File: src/rtl/core/fed_pkg.sv
// ----------------------------------------------------------------------------
// fed_pkg
// Shared widths, register codes, reset values and control types for the
// feedback echo delay.
// ----------------------------------------------------------------------------
package fed_pkg;

    localparam int SAMPLE_W   = 16;
    localparam int GAIN_W     = 16;
    localparam int DELAY_W    = 15;
    localparam int CFG_IDX_W  = 2;
    localparam int CFG_DATA_W = 16;

    localparam int RING_DEPTH_DEF = 32768;

    localparam logic [GAIN_W-1:0]  GAIN_ONE    = 16'd32768;
    localparam logic [GAIN_W-1:0]  GAIN_RESET  = 16'd16384;
    localparam logic [DELAY_W-1:0] DELAY_RESET = 15'd22050;

    typedef enum logic [CFG_IDX_W-1:0] {
        CFG_ENABLE = 2'd0,
        CFG_DELAY  = 2'd1,
        CFG_GAIN   = 2'd2
    } cfg_idx_t;

    // settings seen by the sample pipeline
    typedef struct packed {
        logic              enable;
        logic [GAIN_W-1:0] gain;
        logic              busy;
    } cfg_t;

endpackage

File: src/rtl/core/fed_core.sv
// ----------------------------------------------------------------------------
// fed_core
// Sample pipeline: tap read, gain multiply, sum and ring write-back, output
// register. Interlocks a tap read against ring writes still in flight.
// ----------------------------------------------------------------------------
module fed_core #(
    parameter int RING_DEPTH = fed_pkg::RING_DEPTH_DEF,
    parameter int AW         = $clog2(RING_DEPTH)
) (
    input  logic                                clk,
    input  logic                                rst_n,
    input  fed_pkg::cfg_t                       cfg,
    input  logic [AW-1:0]                       dmod,
    input  logic                                in_valid,
    output logic                                in_stall,
    input  logic signed [fed_pkg::SAMPLE_W-1:0] sample_in,
    output logic                                out_valid,
    input  logic                                out_stall,
    output logic signed [fed_pkg::SAMPLE_W-1:0] sample_out,
    output logic                                overflow,
    output logic                                ram_we,
    output logic [AW-1:0]                       ram_waddr,
    output logic [fed_pkg::SAMPLE_W-1:0]        ram_wdata,
    output logic                                ram_re,
    output logic [AW-1:0]                       ram_raddr,
    input  logic [fed_pkg::SAMPLE_W-1:0]        ram_rdata
);
    import fed_pkg::*;

    localparam logic [AW-1:0] LAST_POS = AW'(RING_DEPTH - 1);
    localparam int PW = 2 * SAMPLE_W + 1;

    logic [AW-1:0] pos_reg;
    logic          wrapped_reg;

    logic                       s1_valid_reg;
    logic signed [SAMPLE_W-1:0] s1_x_reg;
    logic [AW-1:0]              s1_pos_reg;
    logic                       s1_en_reg;
    logic                       s1_self_reg;
    logic                       s1_hit_reg;

    logic                       s2_valid_reg;
    logic signed [SAMPLE_W-1:0] s2_x_reg;
    logic [AW-1:0]              s2_pos_reg;
    logic                       s2_en_reg;
    logic signed [PW-1:0]       s2_prod_reg;

    logic                       out_valid_reg;
    logic signed [SAMPLE_W-1:0] out_sample_reg;
    logic                       out_ovf_reg;

    logic                       out_free;
    logic                       s2_free;
    logic                       s2_adv;
    logic                       s1_free;
    logic                       s1_adv;
    logic                       hazard;
    logic                       accept;
    logic [AW:0]                diff;
    logic [AW-1:0]              tap;
    logic signed [SAMPLE_W-1:0] prev;
    logic signed [SAMPLE_W:0]   gain_s;
    logic signed [PW-1:0]       prod;
    logic signed [PW-1:0]       biased;
    logic signed [SAMPLE_W+1:0] scaled;
    logic signed [SAMPLE_W+1:0] sum;
    logic                       in_range;
    logic signed [SAMPLE_W-1:0] y;
    logic                       ovf;

    // tap address, wrapped into the ring
    assign diff = {1'b0, pos_reg} - {1'b0, dmod};
    assign tap  = diff[AW] ? AW'(diff + (AW+1)'(RING_DEPTH)) : diff[AW-1:0];

    assign out_free = !out_valid_reg || !out_stall;
    assign s2_adv   = s2_valid_reg && out_free;
    assign s2_free  = !s2_valid_reg || out_free;
    assign s1_adv   = s1_valid_reg && s2_free;
    assign s1_free  = !s1_valid_reg || s2_free;

    // hold while the tap entry is still on its way to the ring
    assign hazard = cfg.enable &&
                    ((s1_valid_reg && (s1_pos_reg == tap)) ||
                     (s2_valid_reg && (s2_pos_reg == tap)));

    assign in_stall = !s1_free || hazard || cfg.busy;
    assign accept   = in_valid && !in_stall;

    assign ram_re    = accept;
    assign ram_raddr = tap;

    // stage 1: select the tap and scale by the gain
    always_comb
    begin
        if (s1_self_reg)
        begin
            prev = s1_x_reg;
        end
        else if (s1_hit_reg)
        begin
            prev = signed'(ram_rdata);
        end
        else
        begin
            prev = '0;
        end
    end

    assign gain_s = signed'({1'b0, cfg.gain});
    assign prod   = prev * gain_s;

    // stage 2: truncate toward zero, add, detect wrap
    assign biased   = s2_prod_reg + (s2_prod_reg[PW-1] ? PW'(32767) : PW'(0));
    assign scaled   = signed'(biased[PW-1:SAMPLE_W-1]);
    assign sum      = {{2{s2_x_reg[SAMPLE_W-1]}}, s2_x_reg} + scaled;
    assign in_range = (sum[SAMPLE_W+1] == sum[SAMPLE_W-1]) &&
                      (sum[SAMPLE_W] == sum[SAMPLE_W-1]);
    assign y        = s2_en_reg ? sum[SAMPLE_W-1:0] : s2_x_reg;
    assign ovf      = s2_en_reg && !in_range;

    assign ram_we    = s2_adv;
    assign ram_waddr = s2_pos_reg;
    assign ram_wdata = y;

    always_ff @(posedge clk or negedge rst_n)
    begin
        if (!rst_n)
        begin
            pos_reg       <= '0;
            wrapped_reg   <= 1'b0;
            s1_valid_reg  <= 1'b0;
            s2_valid_reg  <= 1'b0;
            out_valid_reg <= 1'b0;
        end
        else
        begin
            if (accept)
            begin
                if (pos_reg == LAST_POS)
                begin
                    pos_reg     <= '0;
                    wrapped_reg <= 1'b1;
                end
                else
                begin
                    pos_reg <= pos_reg + 1'b1;
                end
            end
            if (s1_free)
            begin
                s1_valid_reg <= accept;
            end
            if (s2_free)
            begin
                s2_valid_reg <= s1_adv;
            end
            if (out_free)
            begin
                out_valid_reg <= s2_adv;
            end
        end
    end

    always_ff @(posedge clk)
    begin
        if (accept)
        begin
            s1_x_reg    <= sample_in;
            s1_pos_reg  <= pos_reg;
            s1_en_reg   <= cfg.enable;
            s1_self_reg <= (dmod == '0);
            s1_hit_reg  <= wrapped_reg || (tap < pos_reg);
        end
        if (s1_adv)
        begin
            s2_x_reg    <= s1_x_reg;
            s2_pos_reg  <= s1_pos_reg;
            s2_en_reg   <= s1_en_reg;
            s2_prod_reg <= prod;
        end
        if (s2_adv)
        begin
            out_sample_reg <= y;
            out_ovf_reg    <= ovf;
        end
    end

    assign out_valid  = out_valid_reg;
    assign sample_out = out_sample_reg;
    assign overflow   = out_ovf_reg;

    a_no_rw_clash: assert property (@(posedge clk) disable iff (!rst_n)
        (ram_we && ram_re && s1_en_reg) |-> (ram_waddr != ram_raddr) || (dmod == '0))
        else $error("tap read collides with ring write");

    a_rdata_held: assert property (@(posedge clk) disable iff (!rst_n)
        (s1_valid_reg && !s2_free) |-> !ram_re)
        else $error("tap data overwritten while stage 1 holds");

    a_distinct_pos: assert property (@(posedge clk) disable iff (!rst_n)
        (s1_valid_reg && s2_valid_reg) |-> (s1_pos_reg != s2_pos_reg))
        else $error("two items in flight share a ring entry");

    a_hit_in_flight: assert property (@(posedge clk) disable iff (!rst_n)
        (accept && cfg.enable && s2_valid_reg) |-> (tap != s2_pos_reg))
        else $error("tap read of an unwritten entry");

endmodule

File: config.mk
export PLATFORM = sky130hd
export DESIGN_NAME = fed_core
export DESIGN_NICKNAME = d
export VERILOG_FILES = /design/src/rtl/core/fed_pkg.sv /design/src/rtl/core/fed_core.sv
export SDC_FILE = /design/constraint.sdc
export NUM_CORES = 1
export LEC_CHECK = 0
export ABC_AREA = 1
export BUFFER_PORTS_ARGS = -buffer_cell sky130_fd_sc_hd__buf_2
export CAP_MARGIN = 10
export CELL_PAD_IN_SITES_DETAIL_PLACEMENT = 0
export CELL_PAD_IN_SITES_GLOBAL_PLACEMENT = 1
export CORE_ASPECT_RATIO = 1.2
export CORE_MARGIN = 5
export CORE_UTILIZATION = 47
export DETAILED_ROUTE_END_ITERATION = 8
export GPL_TIMING_DRIVEN = 0
export HOLD_SLACK_MARGIN = 0.03
export PLACE_DENSITY_LB_ADDON = 0.1
export SYNTH_ARGS = -nofsm -noshare
export SYNTH_HDL_FRONTEND = slang
export SYNTH_SLANG_ARGS = --single-unit
File: constraint.sdc
create_clock -name clk -period 7.4 [get_ports clk]
set_input_delay 0.37 -clock clk [delete_from_list [all_inputs] [get_ports clk]]
set_output_delay 0.37 -clock clk [all_outputs]
set_load 0.005 [all_outputs]
==> Yosys cells after proc, flatten, opt, wreduce, memory -nomap -nowiden <==
Cells that the tools add are included.
{ "word_totals": {"out_inout_bits": 67, "wordCells": 58, "input_bits": 69, "register_bits": 135} }
{ "op_classes": {"eq_ne": 5, "mux": 6, "n_mul": 1, "n_reduce_logical": 24, "add_sub_neg": 5, "magnitude_cmp": 1} }
{ "op_table": {"columns": ["cell", "count"], "rows": [
  ["16-bit 2-to-1 mux", 3],
  ["15-bit 2-to-1 mux", 3],
  ["33-bit by 16-bit adder with 33-bit output", 1],
  ["16-bit by 17-bit multiplier with 33-bit output", 1],
  ["15-bit by 1-bit adder with 15-bit output, second input constant", 2],
  ["15-bit == test", 2],
  ["18-bit adder", 1],
  ["15-bit by 15-bit subtractor with 16-bit output", 1],
  ["15-bit == test, second input constant", 1],
  ["15-bit logical NOT", 1],
  ["15-bit less-than comparator", 1],
  ["1-bit logical AND", 8],
  ["1-bit logical NOT", 7],
  ["1-bit logical OR", 7],
  ["1-bit == test", 2],
  ["2-bit AND reduction", 1]
]} }

==> Longest topological paths before layout <==
Gate-level depths: netlist (run 1).
{ "logic_depth": {"depth_word": 12, "mapped_depth": 29, "depth_no_buf": 28} }

==> Worst setup path after synthesis (run 1) <==
No wires, ideal clock.
{ "synth_path": {"kind": "reg2reg", "from": "register s1_self_reg", "to": "register s2_prod_reg[29] (data pin)", "setup_ns": 0.264, "path_stages_with_launch": 26, "period_less_slack_ns": 6.254, "arrival_ns": 5.991, "path_buffers": 1, "path_slack_ns": 1.146, "required_time_ns": 7.136, "path_cell_list": "edfxtp_1 -> nor2_1 -> inv_2 -> o22ai_1 -> clkbuf_1 -> nand2_1 -> fa_1 -> inv_1 -> fa_1 -> inv_1 -> fa_1 -> inv_1 -> fa_1 -> fa_1 -> inv_1 -> fa_1 -> inv_1 -> ha_1 -> nand2_1 -> nor2_1 -> nor2_1 -> o21ai_0 -> a21oi_1 -> o31ai_1 -> a31oi_1 -> xor2_1"} }
{ "synth_via": {"elab_chain_cells": 2} }
{ "synth_rtl": {"columns": ["item", "line", "source"], "rows": [
  ["from (decl)", "fed_core.sv:40", "logic s1_self_reg;"],
  ["from (signal assigned)", "fed_core.sv:172", "s1_self_reg <= (dmod == '0);"],
  ["16-bit 2-to-1 mux", "fed_core.sv:96", "if (s1_self_reg)"],
  ["16-bit by 17-bit multiplier with 33-bit output", "fed_core.sv:111", "assign prod = prev * gain_s;"],
  ["net prod[29]", "fed_core.sv:64", "logic signed [PW-1:0] prod;"],
  ["to (signal assigned)", "fed_core.sv:180", "s2_prod_reg <= prod;"],
  ["to (decl)", "fed_core.sv:47", "logic signed [PW-1:0] s2_prod_reg;"]
]} }
The timed path passes the listed nets, and every way through them passes these cells.
A chain may end at the register's enable or synchronous reset.

==> Worst setup path after layout (run 1) <==
{ "layout_path": {"from": "register s1_self_reg", "to": "register s2_prod_reg[32] (data pin)"} }
Same word-level chain as after synthesis.

==> results of run 1 <==
==> stage by stage <==
step	cell area, sq um	util
2_1_floorplan	17000	-
3_3_place_gp	18200	0.5076
3_5_place_dp	18250	0.5089
4_1_cts	18910	0.5274
5_1_grt	19010	0.5302
6_report	19010	0.5302
==> final cells by class <==
cell class | instances | area share
multi-input cells | 1440 | 0.5950
well taps | 468 | 0.03081
flip-flops and latches | 135 | 0.2083
plain buffers | 36 | 0.008821
clock inverters | 14 | 0.008492
inverters | 454 | 0.08979
repair buffers | 127 | 0.03621
clock buffers | 18 | 0.02258
==> repair_timing <==
item | 4_1_cts | 5_1_grt
resized for setup | 15 | 34
endpoints found under the hold margin | 19 | 0
buffers inserted | 0 | 1
hold buffers | 1 | 0
cloned | 0 | 0
setup endpoints to repair | 6 | 11
==> path summary, 6_finish.rpt <==
path / depth (start not counted) / end / slack [ns]
max: 24 / s2_prod_reg[32] / 0.27
min: 1 / s1_x_reg[8] / 0.11
max reg2reg: 24 / s2_prod_reg[32] / 0.27
min reg2reg: 0 / s2_en_reg / 0.43
max in group asynchronous: 2 / pos_reg[10] / 6.64
min in group asynchronous: 2 / s1_valid_reg / 0.43
==> per-layer routing <==
layer / vias to the layer above / global-route usage
li1: 6755 / -
met1: 6728 / 0.3231
met2: 354 / 0.4236
met3: 54 / 0.03546
met4: 0 / 0.04993
met5: - / 0
==> cell usage in the layout, fill, tap and decap left out, types with 4 or more instances in the layout <==
| cell type | n |
|---|---|
| inv_2 | 6 |
| edfxtp_1 | 116 |
| ha_1 | 183 |
| nand3b_1 | 5 |
| nand2_2 | 14 |
| nor4_1 | 10 |
| o22ai_4 | 4 |
| clkbuf_1 | 11 |
| fa_1 | 196 |
| dfrtp_1 | 19 |
| xnor2_1 | 25 |
| nor3_1 | 16 |
| inv_1 | 444 |
| xor2_1 | 42 |
| nor2_1 | 230 |
| a31oi_1 | 7 |
| o21ai_0 | 45 |
| inv_6 | 6 |
| a21oi_1 | 80 |
| nand4_1 | 33 |
| buf_1 | 11 |
| nand3_1 | 80 |
| nand3_2 | 5 |
| clkbuf_16 | 17 |
| clkbuf_2 | 10 |
| buf_2 | 124 |
| o22ai_2 | 5 |
| a21oi_2 | 4 |
| nand2_1 | 420 |
==> power breakdown <==
part	total, mW	internal, mW	switching, mW
sequential	1.25	1.14	0.102
clock	0.866	0.506	0.360
combinational	4.49	1.70	2.79
total	6.60	3.35	3.25
==> kinds of logic (layout without fill, tap and decap cells) <==
family | count (synthesis) | in the layout | synth area share
simple gates | 822 | 822 | 0.2022
buf+inv | 490 | 649 | 0.1087
flops | 135 | 135 | 0.2329
compound gates | 172 | 172 | 0.05595
xor+xnor | 67 | 67 | 0.03453
fa+ha+maj | 379 | 379 | 0.3656
==> results.yml, run 1 <==
setup_path:
  worstSetupStartpointType: "flop"
  cp_top_family: "adder cells"
  cp_max_fo: 10
  worstPathArrival_ns: 7.33
  critPathLaunch: "s1_self_reg"
  cp_slowest_cell: "o21ai_0"
  worstSetupPathType: "reg2reg"
  cp_slowest_stage_delay_ns: 0.53
  critPathBufInv: 7
  r2r-start: "s1_self_reg"
  cp_cell_sequence: "inv_2 -> clkbuf_2 -> o21ai_0 -> inv_1 -> nand2_1 -> fa_1 -> fa_1 -> inv_1 -> fa_1 -> fa_1 -> fa_1 -> inv_1 -> fa_1 -> inv_1 -> ha_1 -> nand2_1 -> nor2_1 -> inv_1 -> nor3_1 -> nand2_1 -> o211ai_1 -> a21oi_1 -> a21oi_1 -> xor2_1"
  critPathRequiredTime_ns: 7.61
  crit_path_end_kind: "flop"
  crit_path_frequent_cell: "fa_1"
global_routing:
  grt_max_degree: 66
  grt_pass1_wl_mm: 75.97
  grt.total_usage: 0.2430
  grt_pass1_vias: 13910
  antenna_found_initial: 0
  grt_remaining_overflow: 0
route:
  drtIter0Drc: 815
  firstDrtPassIters: 5
  ant_nets: 0
  route.met2.wl_mm: 23.79
  drt_wl_total_mm: 47.68
  route.met3.wl_mm: 2.757
  top_layer: "met4"
  wl_met1_mm: 20.14
  post_drt_via_cell_ratio: 5.160
  drc_errors: 0
  via_count: 13890
  wl_per_cell_microns: 17.71
status:
  status: "finished clean"
layout:
  layout.cells.non_filler: 2692
  fillers: 3444
  largest_reg_flops: 33
  drive_above_1_share: 0.09892
  num_antenna_cells: 0
  fin_nets: 2659
  seqCellArea_sq_um: 3959
  multi_input_area_sq_um: 11310
  synthToLayoutAreaGrowth_pct: 11.84
timing:
  min_period_over_period: 0.9631
  finalClockSkew_ns: 0.006737
  slew_violations: 0
  hold_violations: 0
  tightestPinTransition_ns: 0.9608
  finalSetupViolations: 0
  slew-limit-headroom: 0.3585
  hold_ws_ns: 0.1137
  setup-tns-final_ns: 0
  period_needed_ns: 7.127
  setup_ws_ns: 0.2734
  fmax_ghz: 0.1403
  rsz0062_at_grt: "no"
logic_synthesis:
  synth_area_per_cell_sq_um: 8.230
  syn_inst: 2065
  synth_edf_count: 116
  synth_ff_type: "edfxtp_1"
  synth_area_sq_um: 17000
  async_reset_ff_frac: 0.1407
  ys_warn_count: 0
  synth_top_cell_area_share: 0.2309
  yosys-top-cells-area: "fa_1 23%, edfxtp_1 20%, ha_1 13%"
  ys_top_cells_by_count: "446 x inv_1, 420 x nand2_1, 231 x nor2_1, 196 x fa_1, 183 x ha_1"
  synth_cell_types: 43
  ys_seq_elements: 135
  synth_most_common_cell: "inv_1"
  synth_area_leader_cell: "fa_1"
  syn_nets: 2513
  synth-seq-area-share: 0.2329
floorplanning:
  ios: 136
  dieHeight_microns: 218.3
  initial_core_util: 0.4741
  die_area_sq_um: 40080
  core_sq_um: 35850
  die_width_microns: 183.6
  std_cell_rows: 76
clock_tree:
  cts_tree: "done"
  clk_pin_slew_worst_paths_ns: 0.07
  clock_path_buffers: 2
  clock-sinks: 135
  htreeDepth: 4
  clock_latency_ns: 0.43
  root_buffer: "clkbuf_16"
  cts_buffers: 17
pwr:
  ir_drop_v: 0.0003090
  total_power_mw: 6.604
  power.density_nw_per_um2: 347.5
  leakagePower_nw: 9.765
placed_design:
  port_buffers: 123
  routabilityCongestion: 0.9273
  dpl.cell_count: 2658
  hpwl_mm: 39.70
  dp_slack_ns: -0.2459
hold_path:
  hold_start: "sample_in[8]"
  min_path_type: "in2reg"
run:
  maxCapViolations: 0
(Power assumes the default switching activity.)
==> run 2: changes to the inputs <==
Settings changed: CELL_PAD_IN_SITES_DETAIL_PLACEMENT 0 to default, CELL_PAD_IN_SITES_GLOBAL_PLACEMENT 1 to default, CORE_UTILIZATION 47 to 60, PLACE_DENSITY from default to 0.8, PLACE_DENSITY_LB_ADDON 0.1 to default.
==> results.yml, run 2 (synthesis gave the netlist of run 1 again) <==
status:
  status: "finished clean"
clock_tree:
  htreeDepth: 4
  clock_path_buffers: 2
  clock-sinks: 135
  cts_buffers: 17
  cts_tree: "done"
  root_buffer: "clkbuf_16"
  clk_pin_slew_worst_paths_ns: 0.06
  clock_latency_ns: 0.43
run:
  maxCapViolations: 0
timing:
  min_period_over_period: 0.9702
  finalClockSkew_ns: 0.01484
  finalSetupViolations: 0
  period_needed_ns: 7.179
  tightestPinTransition_ns: 1.092
  setup-tns-final_ns: 0
  fmax_ghz: 0.1393
  slew-limit-headroom: 0.2721
  slew_violations: 0
  hold_violations: 0
floorplanning:
  initial_core_util: 0.6088
  dieHeight_microns: 194.4
  ios: 136
  die_width_microns: 163.6
  std_cell_rows: 67
  die_area_sq_um: 31800
  core_sq_um: 27920
pwr:
  p_int_mw: 3.382
  power_frac_comb: 0.685
  p_switching_mw: 3.299
  total_power_mw: 6.681
  power.density_nw_per_um2: 353.9
  p_sw_frac: 0.4938
  seqPwrFrac: 0.186
  clkPwrFrac: 0.129
  ir_drop_v: 0.0003301
  leakagePower_nw: 9.754
route:
  firstDrtPassIters: 8
  ant_nets: 0
  wl_met1_mm: 17.33
  top_layer: "met4"
  via_count: 14580
  route.met3.wl_mm: 3.150
  drt_wl_total_mm: 46.64
  post_drt_via_cell_ratio: 5.598
  wl_per_cell_microns: 17.91
  route.met2.wl_mm: 23.57
  drtIter0Drc: 1063
  drc_errors: 0
layout:
  layout_commonest_cell: "inv_1"
  layout_common_cells: "444 x inv_1, 420 x nand2_1, 230 x nor2_1"
  post-route-cell-area_sq_um: 18880
  largest_reg_flops: 33
  synthToLayoutAreaGrowth_pct: 11.08
  drive_above_1_share: 0.09847
  fin_nets: 2659
setup_path:
  worstSetupStartpointType: "flop"
  crit_path_end_kind: "flop"
  worstSetupPathType: "reg2reg"
  worstPathArrival_ns: 7.40
  cp_max_fo: 10
  critPathRequiredTime_ns: 7.62
global_routing:
  grt_pass1_vias: 15210
  grt_remaining_overflow: 0
  grt_max_degree: 43
  grt.total_usage: 0.2975
  grt_pass1_wl_mm: 75.07
  antenna_found_initial: 0
placed_design:
  hpwl_mm: 37.70
  routabilityCongestion: 0.9709
  dpl_cell_area_sq_um: 18110
  port_buffers: 123
hold_path:
  min_path_type: "in2reg"
## run 2: path summary, 6_finish.rpt
path	startpoint	depth (start not counted)	slack, ns	to
max	s1_self_reg	27	0.22	s2_prod_reg[32]
min	sample_in[9]	1	0.12	s1_x_reg[9]
max reg2reg	s1_self_reg	27	0.22	s2_prod_reg[32]
min reg2reg	s1_en_reg	0	0.44	s2_en_reg
max in group asynchronous	rst_n	2	6.68	pos_reg[4]
min in group asynchronous	rst_n	2	0.42	pos_reg[14]
## run 2: per-layer routing
| layer | vias up | global-route usage |
|---|---|---|
| met5 | - | 0 |
| met4 | 0 | 0.1454 |
| met3 | 168 | 0.05064 |
| met2 | 645 | 0.5172 |
| met1 | 6995 | 0.3552 |
| li1 | 6768 | - |
## run 2: final cells by class
type,instances,area (sq um)
Antenna cell,1,2.502
Buffer,35,155.1
Clock buffer,18,429.2
Clock inverter,14,165.2
Fill cell,2265,9037
Inverter,454,1704
Multi-Input combinational cell,1440,11320
Sequential cell,135,3959
Tap cell,379,474.2
Timing Repair Buffer,128,668.1
## run 2: critical path: stages, from the launching register on
cell,delay (ns)
edfxtp_1,0.41
buf_4,0.20
nor2_4,0.21
inv_2,0.21
o22ai_4,0.32
clkbuf_2,0.30
nand2_1,0.11
fa_1,0.56
inv_1,0.06
fa_1,0.51
inv_1,0.06
fa_1,0.53
inv_1,0.05
fa_1,0.46
fa_1,0.50
inv_1,0.05
fa_1,0.54
inv_1,0.06
ha_1,0.36
nand2_1,0.12
nor2_1,0.14
inv_1,0.07
nor3_1,0.15
nand2_1,0.08
o211ai_1,0.33
a21oi_1,0.12
a21oi_1,0.17
xor2_1,0.27
## run 2: power by group through the flow
| stage | registers, mW | logic, mW | clock network [mW] |
|---|---|---|---|
| 6_report | 1.24 | 4.58 | 0.863 |
| 5_1_grt | 1.25 | 5.13 | 0.903 |
| 4_1_cts | 1.24 | 4.53 | 0.870 |
| 3_5_place_dp | 1.25 | 4.46 | 0 |
| 3_3_place_gp | 1.25 | 4.35 | 0 |
| 2_1_floorplan | 1.23 | 3.24 | 0 |
## run 2: repair_timing
action,in CTS,in global routing
endpoints found under the setup margin,13,11
cloned,0,0
hold endpoints to repair,19,0
hold buffers,1,0
setup buffers,0,3
resized for setup,11,32
## run 2: per-stage QoR
step	hold WS (ns)	utilization	setup slack, ns	instances
6_report	0.1175	0.6763	0.2205	2604
5_1_grt	0.1102	0.6762	-0.06062	2603
4_1_cts	0.1114	0.6721	0.06645	2601
2_1_floorplan	0.07441	-	1.146	2065
3_3_place_gp	0.3339	0.6478	-0.2562	2567
3_5_place_dp	0.3346	0.6487	-0.3962	2568
