===== config.mk =====
export PLATFORM = sky130hd
export DESIGN_NAME = fed_cfg
export DESIGN_NICKNAME = d
export VERILOG_FILES = /design/src/rtl/core/fed_pkg.sv /design/src/rtl/core/fed_cfg.sv
export SDC_FILE = /design/constraint.sdc
export NUM_CORES = 1
export LEC_CHECK = 0
export ABC_AREA = 1
export BUFFER_PORTS_ARGS = -buffer_cell sky130_fd_sc_hd__buf_4
export CORE_ASPECT_RATIO = 0.6
export CORE_MARGIN = 4
export CORE_UTILIZATION = 57
export CTS_CLUSTER_SIZE = 12
export DETAILED_ROUTE_END_ITERATION = 12
export GPL_TIMING_DRIVEN = 0
export PLACE_DENSITY = 0.95
export SYNTH_ARGS = -nofsm -noshare
export SYNTH_HDL_FRONTEND = slang
export SYNTH_SLANG_ARGS = --single-unit

===== constraint.sdc =====
create_clock -name clk -period 2.1 [get_ports clk]
set_clock_uncertainty 0.05 [all_clocks]
set_input_delay 0.105 -clock clk [delete_from_list [all_inputs] [get_ports clk]]
set_output_delay 0.105 -clock clk [all_outputs]
set_load 0.01 [all_outputs]

===== src/rtl/core/fed_pkg.sv =====
// ----------------------------------------------------------------------------
// fed_pkg
// Shared widths, register codes, reset values and control types for the
// feedback echo delay.
// ----------------------------------------------------------------------------
package fed_pkg;

    localparam int SAMPLE_W   = 16;
    localparam int GAIN_W     = 16;
    localparam int DELAY_W    = 15;
    localparam int CFG_IDX_W  = 2;
    localparam int CFG_DATA_W = 16;

    localparam int RING_DEPTH_DEF = 32768;

    localparam logic [GAIN_W-1:0]  GAIN_ONE    = 16'd32768;
    localparam logic [GAIN_W-1:0]  GAIN_RESET  = 16'd16384;
    localparam logic [DELAY_W-1:0] DELAY_RESET = 15'd22050;

    typedef enum logic [CFG_IDX_W-1:0] {
        CFG_ENABLE = 2'd0,
        CFG_DELAY  = 2'd1,
        CFG_GAIN   = 2'd2
    } cfg_idx_t;

    // settings seen by the sample pipeline
    typedef struct packed {
        logic              enable;
        logic [GAIN_W-1:0] gain;
        logic              busy;
    } cfg_t;

endpackage


===== src/rtl/core/fed_cfg.sv =====
// ----------------------------------------------------------------------------
// fed_cfg
// Configuration registers. The delay is reduced modulo the ring depth by a
// three-step reciprocal unit after each delay write; busy holds off items.
// ----------------------------------------------------------------------------
module fed_cfg #(
    parameter int RING_DEPTH = fed_pkg::RING_DEPTH_DEF,
    parameter int AW         = $clog2(RING_DEPTH)
) (
    input  logic                            clk,
    input  logic                            rst_n,
    input  logic                            cfg_wr_en,
    input  logic [fed_pkg::CFG_IDX_W-1:0]   cfg_addr,
    input  logic [fed_pkg::CFG_DATA_W-1:0]  cfg_wdata,
    output fed_pkg::cfg_t                   cfg,
    output logic [AW-1:0]                   dmod
);
    import fed_pkg::*;

    localparam int RSHIFT = 31;
    localparam logic [RSHIFT-1:0] RECIP = RSHIFT'((64'd1 << RSHIFT) / RING_DEPTH);
    localparam logic [AW-1:0] DMOD_RESET = AW'(int'(DELAY_RESET) % RING_DEPTH);
    localparam logic [16:0] DEPTH_C = 17'(RING_DEPTH);

    logic              enable_reg;
    logic [GAIN_W-1:0] gain_reg;
    logic [AW-1:0]     dmod_reg;
    logic              st1_reg;
    logic              st2_reg;
    logic [DELAY_W-1:0] d_reg;
    logic [DELAY_W-1:0] q_reg;
    logic [DELAY_W-1:0] rraw_reg;

    logic                     delay_wr;
    logic [DELAY_W-1:0]       d_in;
    logic [DELAY_W+RSHIFT-1:0] qprod;
    logic [31:0]              qn;
    logic [16:0]              rraw_ext;
    logic [16:0]              rfix;

    assign d_in     = cfg_wdata[DELAY_W-1:0];
    assign delay_wr = cfg_wr_en && (cfg_addr == CFG_DELAY);
    assign qprod    = (DELAY_W+RSHIFT)'(d_in) * (DELAY_W+RSHIFT)'(RECIP);
    assign qn       = 32'(q_reg) * 32'(RING_DEPTH);
    assign rraw_ext = 17'(rraw_reg);
    // estimate is at most one short: one subtract corrects it
    assign rfix     = (rraw_ext >= DEPTH_C) ? rraw_ext - DEPTH_C : rraw_ext;

    always_ff @(posedge clk or negedge rst_n)
    begin
        if (!rst_n)
        begin
            enable_reg <= 1'b0;
            gain_reg   <= GAIN_RESET;
            dmod_reg   <= DMOD_RESET;
            st1_reg    <= 1'b0;
            st2_reg    <= 1'b0;
        end
        else
        begin
            st1_reg <= delay_wr;
            st2_reg <= st1_reg;
            if (st2_reg)
            begin
                dmod_reg <= AW'(rfix);
            end
            if (cfg_wr_en)
            begin
                case (cfg_addr)
                    CFG_ENABLE: enable_reg <= cfg_wdata[0];
                    CFG_GAIN:   gain_reg   <= (cfg_wdata > GAIN_ONE) ? GAIN_ONE : cfg_wdata;
                    default:    ;
                endcase
            end
        end
    end

    always_ff @(posedge clk)
    begin
        if (delay_wr)
        begin
            d_reg <= d_in;
            q_reg <= qprod[DELAY_W+RSHIFT-1:RSHIFT];
        end
        if (st1_reg)
        begin
            rraw_reg <= d_reg - qn[DELAY_W-1:0];
        end
    end

    assign cfg.enable = enable_reg;
    assign cfg.gain   = gain_reg;
    assign cfg.busy   = st1_reg || st2_reg;
    assign dmod       = dmod_reg;

    a_dmod_range: assert property (@(posedge clk) disable iff (!rst_n)
        ({1'b0, dmod_reg} < (AW+1)'(RING_DEPTH)))
        else $error("reduced delay not below ring depth");

    a_unit_one_shot: assert property (@(posedge clk) disable iff (!rst_n)
        st1_reg |=> st2_reg)
        else $error("delay reduction step lost");

    a_write_idle: assert property (@(posedge clk) disable iff (!rst_n)
        st2_reg |-> !st1_reg || $past(delay_wr))
        else $error("delay reduction steps out of order");

endmodule


======== Word-level counts from Yosys, hierarchy flattened ========
Index checks and enable logic that the tools add are counted.
storage, ports and cells
  flip-flop bits (word level) ............. 64
  input bits .............................. 21
  output and inout bits ................... 33
  word-level logic and storage cells ...... 19
cells by class
  add/sub/neg operators ................... 1
  magnitude comparators ................... 2
  eq/ne operators ......................... 2
  mux-type cells .......................... 2
  reductions and logical operators ........ 5
operator list
  operator                                                                               count
  15-bit by 16-bit greater-or-equal comparator with 1-bit output, second input constant  1
  16-bit > comparator, second input constant                                             1
  16-bit 2-to-1 mux                                                                      1
  15-bit 2-to-1 mux                                                                      1
  15-bit by 1-bit subtractor with 15-bit output, second input constant                   1
  2-bit AND reduction                                                                    2
  2-bit by 1-bit == test with 1-bit output, second input constant                        1
  2-bit == test, second input constant                                                   1
  2-bit logical NOT                                                                      1
  1-bit logical AND                                                                      1
  1-bit logical OR                                                                       1

======== Logic depth before layout (Yosys ltp) ========
Gate-level depths: netlist of run 1.
  word-level depth ........................ 2
  mapped depth ............................ 9
  mapped depth without buffers ............ 8

======== Least setup slack after synthesis of run 1 ========
Ideal clock, no wire load.
  path type ............................... input to register
  start point ............................. input cfg_wr_en
  end point ............................... register d_reg[0] (enable)
  data arrival time ....................... 827 ps
  data required time ...................... 1662 ps
  path slack .............................. 835 ps
  cell stages on the path ................. 2
  buffers on the path ..................... 0
  cells stage by stage .................... nand2_1 -> nor2_1
between the ends
  word-level cells in the longest chain between the ends .. 1
ends and longest elaborated chain
  item                    line           text
  start: declaration      fed_cfg.sv:12  input logic cfg_wr_en,
  1-bit logical AND       fed_cfg.sv:42  assign delay_wr = cfg_wr_en && (cfg_addr == CFG_DELAY);
  net delay_wr            fed_cfg.sv:34  logic delay_wr;
  end signal: assignment  fed_cfg.sv:82  d_reg <= d_in;
  end: declaration        fed_cfg.sv:30  logic [DELAY_W-1:0] d_reg;
The timed path passes the listed nets, and every way through them passes these cells.
A chain may end at the register's enable or synchronous reset.

==> results of run 1 <==
-- cell type report --
cell class              count  area, um^2
flip-flops and latches     64        1760
clock inverters             6        90.1
repair buffers             70         568
well taps                  47        58.8
fillers                   197         586
clock buffers              10         149
multi-input cells         100         507
plain buffers               7        50.0
inverters                  16        60.1
-- final timing paths --
path                                from            to  slack, ns  depth (start not counted)
max                              st2_reg        cfg[0]       0.46                          4
min                        cfg_wdata[15]  gain_reg[15]       0.06                          3
max reg2reg                      st2_reg      dmod[11]       0.86                          3
min reg2reg                     d_reg[9]   rraw_reg[9]       0.37                          0
max in group asynchronous          rst_n  gain_reg[14]       1.45                          2
min in group asynchronous          rst_n       dmod[6]       0.21                          2
-- layer usage --
| metal | global-route usage (%) | vias up |
|---|---|---|
| met1 | 28.9 | 758 |
| met2 | 35.3 | 70 |
| li1 | - | 763 |
| met3 | 8.17 | 15 |
| met4 | 6.65 | 0 |
| met5 | 0 | - |
-- report_power, final --
group          switching (mW)  internal, mW  total [mW]
Sequential             0.0703          1.46        1.53
Combinational           0.198         0.239       0.437
Clock                   0.476         0.742        1.22
Total                   0.744          2.44        3.18
-- cell usage after synthesis --
cell / n
nand2_1: 51
a31oi_1: 1
nand3b_1: 1
buf_4: 2
o21ai_0: 1
dfstp_2: 7
buf_8: 1
dfrtp_1: 27
edfxtp_1: 30
nor2_1: 27
buf_2: 4
or2_2: 1
nand2_2: 2
inv_1: 16
a21oi_1: 1
mux2_2: 15
-- what timing repair did --
item | in CTS | in global routing
endpoints found under the setup margin | 0 | 0
hold buffers | 17 | 0
hold endpoints to repair | 50 | 0
-- cell families after synthesis --
logic type	count (synthesis)	synth area share (%)
compound gates	3	0.685
buf+inv	23	4.64
mux	15	7.11
simple gates	82	13.4
flops	64	74.1
-- worst max-delay path, cell delays in order, from the launching register on --
cell and delay [ns]:
dfrtp_1 0.35, buf_2 0.17, buf_4 0.19, or2_2 0.29
buf_4 0.14
-- stage by stage --
| step | std cells | power (mW) | setup slack, ns | utilization (%) | area, um^2 |
|---|---|---|---|---|---|
| 2_1_floorplan | 187 | 1.71 | 0.835 | - | 2370 |
| 3_3_place_gp | 287 | 1.93 | 0.551 | 74.0 | 2830 |
| 3_5_place_dp | 287 | 1.96 | 0.462 | 74.0 | 2830 |
| 4_1_cts | 320 | 3.19 | 0.239 | 84.6 | 3240 |
| 5_1_grt | 320 | 3.33 | 0.375 | 84.7 | 3240 |
| 6_report | 320 | 3.18 | 0.460 | 84.7 | 3240 |
==> out/results.ini, run 1 <==
[synth]
synth_warnings=0
netlist_area_mm2=0.00237
synth-seq-area-share_pct=74.1
synth_area_leaders=edfxtp_1 38%, dfrtp_1 28%, nand2_1 8.1%
synth_area_per_cell_um2=12.7
synth.largest_area_cell=edfxtp_1
synth_top_area_share_pct=37.9
ys_types=16
syn_inst=187
synth_fp_nets=208
synth.ff_latch_count=64

[cts]
clk_path_buf_depth=2
cts_root_buf=clkbuf_8
tritoncts=built
cts_made_buffers=9
cts_resized=0
worstSkewPairLatency_ns=0.33
post-cts-setup-buffers=0
path_clk_slew_ns=0.07
htree_levels=3
cts_sinks=64

[timing]
grt_setup_unrepaired=false
finalMaxSlewViolations=0
hold_viol=0
clock.fmax_ghz=0.610
hold_slack_ns=0.0617
fin_setup_tns_ns=0
slew_headroom_pct=44.3
period_share_pct=78.1
fin_crit_ns=1.64
setup_violations=0
worst_pin_slew_ns=0.834

[cells_and_area]
drive_above_1_share_pct=37.0
final_common_cell=buf_4
area_growth_syn_to_layout_pct=36.6
final_nets=289
diodes=0
most-common-layout-cells=55 x buf_4, 51 x nand2_1, 30 x edfxtp_1
largest_reg_flops=16

[floorplanning]
fp.dieW_um=91.3
ioPinCount=54
core_area_mm2=0.00383
die-area_mm2=0.00530
die_h_um=58.0
start_util_pct=62.0
row_count=17

[global_routing]
grt_usage_pct=22.1
grt_start_max_net_pins=35
grt_pass1_wl_um=8670
grt_overflow=0
antenna_found_initial=0
grt_pass1_vias=1697

[outcome]
outcome=finished, final reports clean

[pwr]
total_leakage_power_nw=1.52
ir_drop_v=0.000550
power_density_mw_per_mm2=982

[setup_path]
worstPathArrival_ns=1.48
worstSetupStartpointType=register
worstPathMaxFanout=10
required_ns=1.95
path_class=reg2out
end_kind=output port

[drt]
met1_length_um=2310
via_per_inst=5.02
drc=0
vias=1606
first_pass_iters=4
wl_met3_um=375
top_layer_used=met4
ant_nets=0
wirelength_um=5170
wl_per_cell_um=16.2
drtIter0Drc=88
met2WireLength_um=2400

[run]
cap_viol_max_count=0

[placement]
placement.io_buffers=53
gp_congestion=0.850
dpl.hpwl_um=3100

[min_path]
hold_class=in2reg

Note: power is estimated with default switching activity, not from simulation.
==> run 2: changes to the inputs <==
Settings changed: CORE_UTILIZATION 57 to 52, PLACE_DENSITY 0.95 to 0.89.
Clock period 2.1 ns to 1.7 ns, I/O delays scaled along.
==> run 2 against run 1 <==
Worst hold slack worse by 0.014 ns. Non-clock buffer count down 1. Sequential power up 24%. Global-route usage down 3.0 points. Largest cell class unchanged.
==> out/results.ini, run 2 (synthesis results as in run 1) <==
[outcome]
outcome=finished, final reports clean  ; unchanged

[floorplanning]
die-area_mm2=0.00575  ; was 0.00530 mm^2
fp.dieW_um=95.2  ; was 91.3 um
die_h_um=60.3  ; was 58.0 um
core_area_mm2=0.00426  ; was 0.00383 mm^2
start_util_pct=55.8  ; was 62.0%
ioPinCount=54  ; unchanged
row_count=18  ; was 17

[setup_path]
path_cells=buf_2 -> or2_2 -> buf_4  ; was buf_2 -> buf_4 -> or2_2 -> buf_4
slowest_delay_ns=0.36  ; was 0.35 ns
crit_slowest_cell=dfrtp_1  ; unchanged
ff2ff_path_depth=2  ; was 3
cp.depth=3  ; was 4
path_buf_inv=2  ; was 3
worstSetupStartpointType=register  ; unchanged
worstPathMaxFanout=16  ; was 10
path_delay_family=flip-flops  ; was buffers and inverters
worstPathArrival_ns=1.39  ; was 1.48 ns
required_ns=1.56  ; was 1.95 ns
end_kind=output port  ; unchanged
path_class=reg2out  ; unchanged

[timing]
slew_headroom_pct=14.2  ; was 44.3%
hold_viol=0  ; unchanged
finalMaxSlewViolations=0  ; unchanged
grt_setup_unrepaired=false  ; unchanged
worst_pin_slew_ns=1.28  ; was 0.834 ns
worst_slack_ns=0.177  ; was 0.460 ns
period_share_pct=89.6
fin_setup_tns_ns=0  ; unchanged
setup_violations=0  ; unchanged
fin_crit_ns=1.52
clock.fmax_ghz=0.656

[placement]
gp_congestion=0.744  ; was 0.850
place_ws_ns=0.0955  ; was 0.462 ns
dpl.hpwl_um=2990  ; was 3100 um
placement.io_buffers=53  ; unchanged

[cells_and_area]
final_nets=288  ; was 289
diodes=0  ; unchanged
final_common_cell=buf_4  ; unchanged
fill_cells=261  ; was 197
finish.utilization_pct=76.2  ; was 84.7%
largest_reg_flops=16  ; unchanged
drive_above_1_share_pct=36.8  ; was 37.0%
area_growth_syn_to_layout_pct=36.7  ; was 36.6%
most-common-layout-cells=54 x buf_4, 51 x nand2_1, 30 x edfxtp_1  ; was 55 x buf_4, 51 x nand2_1, 30 x edfxtp_1

[min_path]
hold_depth=4  ; was 3
hold_class=in2reg  ; unchanged

[pwr]
power_switching_mw=0.907  ; was 0.744 mW
p_int_mw=2.95  ; was 2.44 mW
swShare_pct=23.5  ; was 23.4%
total_leakage_power_nw=1.51  ; was 1.52 nW
power_frac_clock_pct=37.4  ; was 38.2%
seq_power_share_pct=48.9  ; was 48.0%
power_density_mw_per_mm2=1190  ; was 982 mW/mm^2
ir_drop_v=0.000715  ; was 0.000550 V
combPwrFrac_pct=13.7  ; about the same

[drt]
vias=1559  ; was 1606
via_per_inst=4.70  ; was 5.02
drtIter0Drc=89  ; was 88
first_pass_iters=4  ; unchanged
drc=0  ; unchanged
ant_nets=0  ; unchanged
wirelength_um=4810  ; was 5170 um
wl_per_cell_um=14.5  ; was 16.2 um

[global_routing]
grt_pass1_wl_um=7830  ; was 8670 um
grt_usage_pct=19.1  ; was 22.1%
antenna_found_initial=0  ; unchanged
grt_overflow=0  ; unchanged
grt_pass1_vias=1580  ; was 1697
grt_start_max_net_pins=35  ; unchanged

[cts]
cts_root_buf=clkbuf_8  ; unchanged
cts_sinks=64  ; unchanged
cts_made_buffers=9  ; unchanged
path_clk_slew_ns=0.07  ; about the same
clk_path_buf_depth=2  ; unchanged
tritoncts=built  ; unchanged
htree_levels=3  ; unchanged
worstSkewPairLatency_ns=0.34  ; was 0.33 ns

[run]
cap_viol_max_count=0  ; unchanged

[run 2: changes by cell type in the layout (fill, tap and decap cells not counted), sizes merged]
cell | previous run | this run
buf | 60 | 59
clkbuf | 10 | 11
bufinv | 2 | 1
[run 2: metrics by stage]
stage | hold WS, ns | std cells | total power, mW | area, um^2
floorplan | -0.261 | 187 | 2.11 | 2370
global placement | 0.00669 | 300 | 2.39 | 2850
detailed placement | 0.00614 | 300 | 2.41 | 2850
CTS | 0.0224 | 333 | 3.89 | 3250
global route | 0.0452 | 332 | 4.05 | 3250
finish | 0.0473 | 332 | 3.86 | 3250
[run 2: path summary, 6_finish.rpt]
check                      slack (ns)          start           end
setup / recovery                 0.18        st2_reg        cfg[0]
hold / removal                   0.05  cfg_wdata[15]   gain_reg[4]
setup reg to reg                 0.52        st2_reg      dmod[11]
hold reg to reg                  0.37       d_reg[6]   rraw_reg[6]
max in group asynchronous        1.07          rst_n  gain_reg[14]
min in group asynchronous        0.18          rst_n       dmod[2]
[run 2: timing repair]
| item | 4_1_cts | 5_1_grt |
|---|---|---|
| endpoints found under the setup margin | 0 | 1 |
| hold endpoints to repair | 50 | 0 |
| setup buffers | 0 | 0 |
| hold buffers | 17 | 0 |
| resized for setup | 0 | 1 |
[run 2: worst reg2reg max path, cell delays in order, from the launching register on]
cell and delay, ns:
dfrtp_1 0.32, buf_2 0.30, mux2_2 0.39
[run 2: power groups by stage]
stage / Clock (mW) / Combinational, mW / Sequential, mW
finish: 1.45 / 0.528 / 1.89
global route: 1.56 / 0.578 / 1.91
CTS: 1.47 / 0.533 / 1.89
detailed placement: 0 / 0.497 / 1.92
global placement: 0 / 0.484 / 1.91
floorplan: 0 / 0.158 / 1.96
[run 2: area by class of cell]
cell class | instances | area [um^2] | area share (%)
Buffer | 6 | 42.5 | 1.31
Clock buffer | 11 | 174 | 5.36
Clock inverter | 5 | 60.1 | 1.85
Inverter | 16 | 60.1 | 1.85
Multi-Input combinational cell | 100 | 504 | 15.5
Sequential cell | 64 | 1760 | 54.3
Tap cell | 60 | 75.1 | 2.31
Timing Repair Buffer | 70 | 568 | 17.5
[run 2: metal layers]
metal | up-vias | GRT usage [%] | wire length, um
met5 | - | 0 | 0
met4 | 0 | 6.98 | 76
met3 | 11 | 7.68 | 328
met2 | 52 | 29.8 | 2250
met1 | 739 | 24.6 | 2160
li1 | 757 | - | -
==> run 3: changes to the inputs <==
Settings changed: SLEW_MARGIN set to 0.
Clock period 1.7 ns to 1.55 ns, I/O delays scaled along.
==> run 3 against run 2 <==
Cell count rose by 0.90%. Critical endpoint unchanged. Flip-flop and latch count stayed put. Largest power group unchanged. Utilization up 0.65 points. Critical path type unchanged. Critical path depth unchanged. Wire length is 3.6% higher. Via count grew 1.2%.
==> out/results.ini, run 3 (synthesis results as in run 1) <==
[timing]
hold_viol=0  ; unchanged
clock.fmax_ghz=0.681
finalMaxSlewViolations=0  ; unchanged
setup_violations=0  ; unchanged
fin_setup_tns_ns=0  ; unchanged
fin_crit_ns=1.47
grt_setup_unrepaired=false  ; unchanged
worst_pin_slew_ns=1.26  ; was 1.28 ns
period_share_pct=94.8
slew_headroom_pct=15.6  ; was 14.2%
hold_slack_ns=0.0328  ; was 0.0473 ns

[cts]
cts_sinks=64  ; unchanged
cts_made_buffers=9  ; unchanged
tritoncts=built  ; unchanged
clk_path_buf_depth=2  ; unchanged
worstSkewPairLatency_ns=0.34  ; about the same
htree_levels=3  ; unchanged
cts_root_buf=clkbuf_8  ; unchanged
path_clk_slew_ns=0.07  ; about the same

[floorplanning]
die-area_mm2=0.00575  ; unchanged
ioPinCount=54  ; unchanged
core_area_mm2=0.00426  ; unchanged
start_util_pct=55.8  ; unchanged
die_h_um=60.3  ; unchanged
row_count=18  ; unchanged
fp.dieW_um=95.2  ; unchanged

[cells_and_area]
most-common-layout-cells=58 x buf_4, 51 x nand2_1, 30 x edfxtp_1  ; was 54 x buf_4, 51 x nand2_1, 30 x edfxtp_1
finish.utilization_pct=76.9  ; was 76.2%
area_growth_syn_to_layout_pct=37.8  ; was 36.7%
fin_cells=335  ; was 332
final_nets=291  ; was 288
final_common_cell=buf_4  ; unchanged
largest_reg_flops=16  ; unchanged
diodes=0  ; unchanged
drive_above_1_share_pct=37.5  ; was 36.8%

[global_routing]
grt_start_max_net_pins=35  ; unchanged
grt_util_met1_pct=24.2  ; was 24.6%
use_met2_pct=31.0  ; was 29.8%
busiest_layer=met2  ; unchanged
grt_overflow=0  ; unchanged
grt_use_met3_pct=7.68  ; unchanged
grt_pass1_vias=1628  ; was 1580
grt_pass1_wl_um=8050  ; was 7830 um
grt_usage_pct=19.7  ; was 19.1%
antenna_found_initial=0  ; unchanged

[drt]
via_per_inst=4.71  ; was 4.70
vias=1577  ; was 1559
first_pass_iters=4  ; unchanged
drtIter0Drc=72  ; was 89
ant_nets=0  ; unchanged
wl_per_cell_um=14.9  ; was 14.5 um
drc=0  ; unchanged
wirelength_um=4990  ; was 4810 um

[pwr]
swShare_pct=23.9  ; was 23.5%
p_int_mw=3.24  ; was 2.95 mW
power_density_mw_per_mm2=1300  ; was 1190 mW/mm^2
ir_drop_v=0.000820  ; was 0.000715 V
power_frac_clock_pct=37.7  ; was 37.4%
total_leakage_power_nw=1.52  ; was 1.51 nW
seq_power_share_pct=48.5  ; was 48.9%
combPwrFrac_pct=13.8  ; was 13.7%
total_power_mw=4.26  ; was 3.86 mW
power_switching_mw=1.02  ; was 0.907 mW

[placement]
placement.io_buffers=53  ; unchanged
dpl.hpwl_um=2990  ; unchanged
place_inst=300  ; unchanged
gp_congestion=0.744  ; unchanged

[setup_path]
worstSetupStartpointType=register  ; unchanged
path_class=reg2out  ; unchanged
required_ns=1.42  ; was 1.56 ns
end_kind=output port  ; unchanged
worstPathArrival_ns=1.34  ; was 1.39 ns
worstPathMaxFanout=16  ; unchanged

[min_path]
hold_class=in2reg  ; unchanged

[outcome]
outcome=finished, final reports clean  ; unchanged

[run]
cap_viol_max_count=0  ; unchanged

[run 3: repair_timing]
action | in CTS | in global routing
endpoints found under the hold margin | 52 | 0
hold buffers | 17 | 0
gates resized for setup | 1 | 3
setup buffers | 0 | 3
setup endpoints to repair | 1 | 1
[run 3: layer usage]
metal  part of all wire, %  vias up  wire (um)
li1                      -      765          -
met3                   8.0       17        398
met1                    43      717       2140
met2                    46       78       2290
met4                   3.1        0        153
met5                     0        -          0
[run 3: power by group through the flow]
stage	Combinational, mW	Clock, mW	Sequential (mW)
after global routing	0.645	1.71	2.09
final	0.590	1.61	2.06
after floorplan	0.173	0	2.14
after detailed placement	0.545	0	2.10
after CTS	0.583	1.61	2.07
after global placement	0.531	0	2.09
[run 3: metrics by stage]
| stage | area (um^2) | worst slack, ns |
|---|---|---|
| 2_1_floorplan | 2370 | 0.313 |
| 4_1_cts | 3250 | 0.00390 |
| 3_5_place_dp | 2850 | -0.0470 |
| 3_3_place_gp | 2850 | 0.00460 |
| 6_report | 3270 | 0.0812 |
| 5_1_grt | 3270 | 0.0126 |
[run 3: area by class of cell]
class,count,area (um^2)
inverters,16,60.1
plain buffers,6,45.0
clock buffers,11,174
fillers,258,983
flip-flops and latches,64,1760
repair buffers,73,591
multi-input cells,100,504
clock inverters,5,60.1
well taps,60,75.1
[run 3: worst max-delay path, stage by stage, from the launching register on]
cell     delay (ns)
dfrtp_1        0.36
buf_4          0.19
or2_2          0.30
buf_4          0.14
[run 3: final timing paths]
kind / startpoint / endpoint / slack [ns] / depth (start not counted)
min in group asynchronous: rst_n / dmod[2] / 0.17 / 2
min reg2reg: d_reg[6] / rraw_reg[6] / 0.37 / 0
min: cfg_wdata[15] / gain_reg[4] / 0.03 / 4
max reg2reg: st2_reg / dmod[8] / 0.48 / 2
max: st2_reg / cfg[0] / 0.08 / 3
max in group asynchronous: rst_n / gain_reg[14] / 0.93 / 2
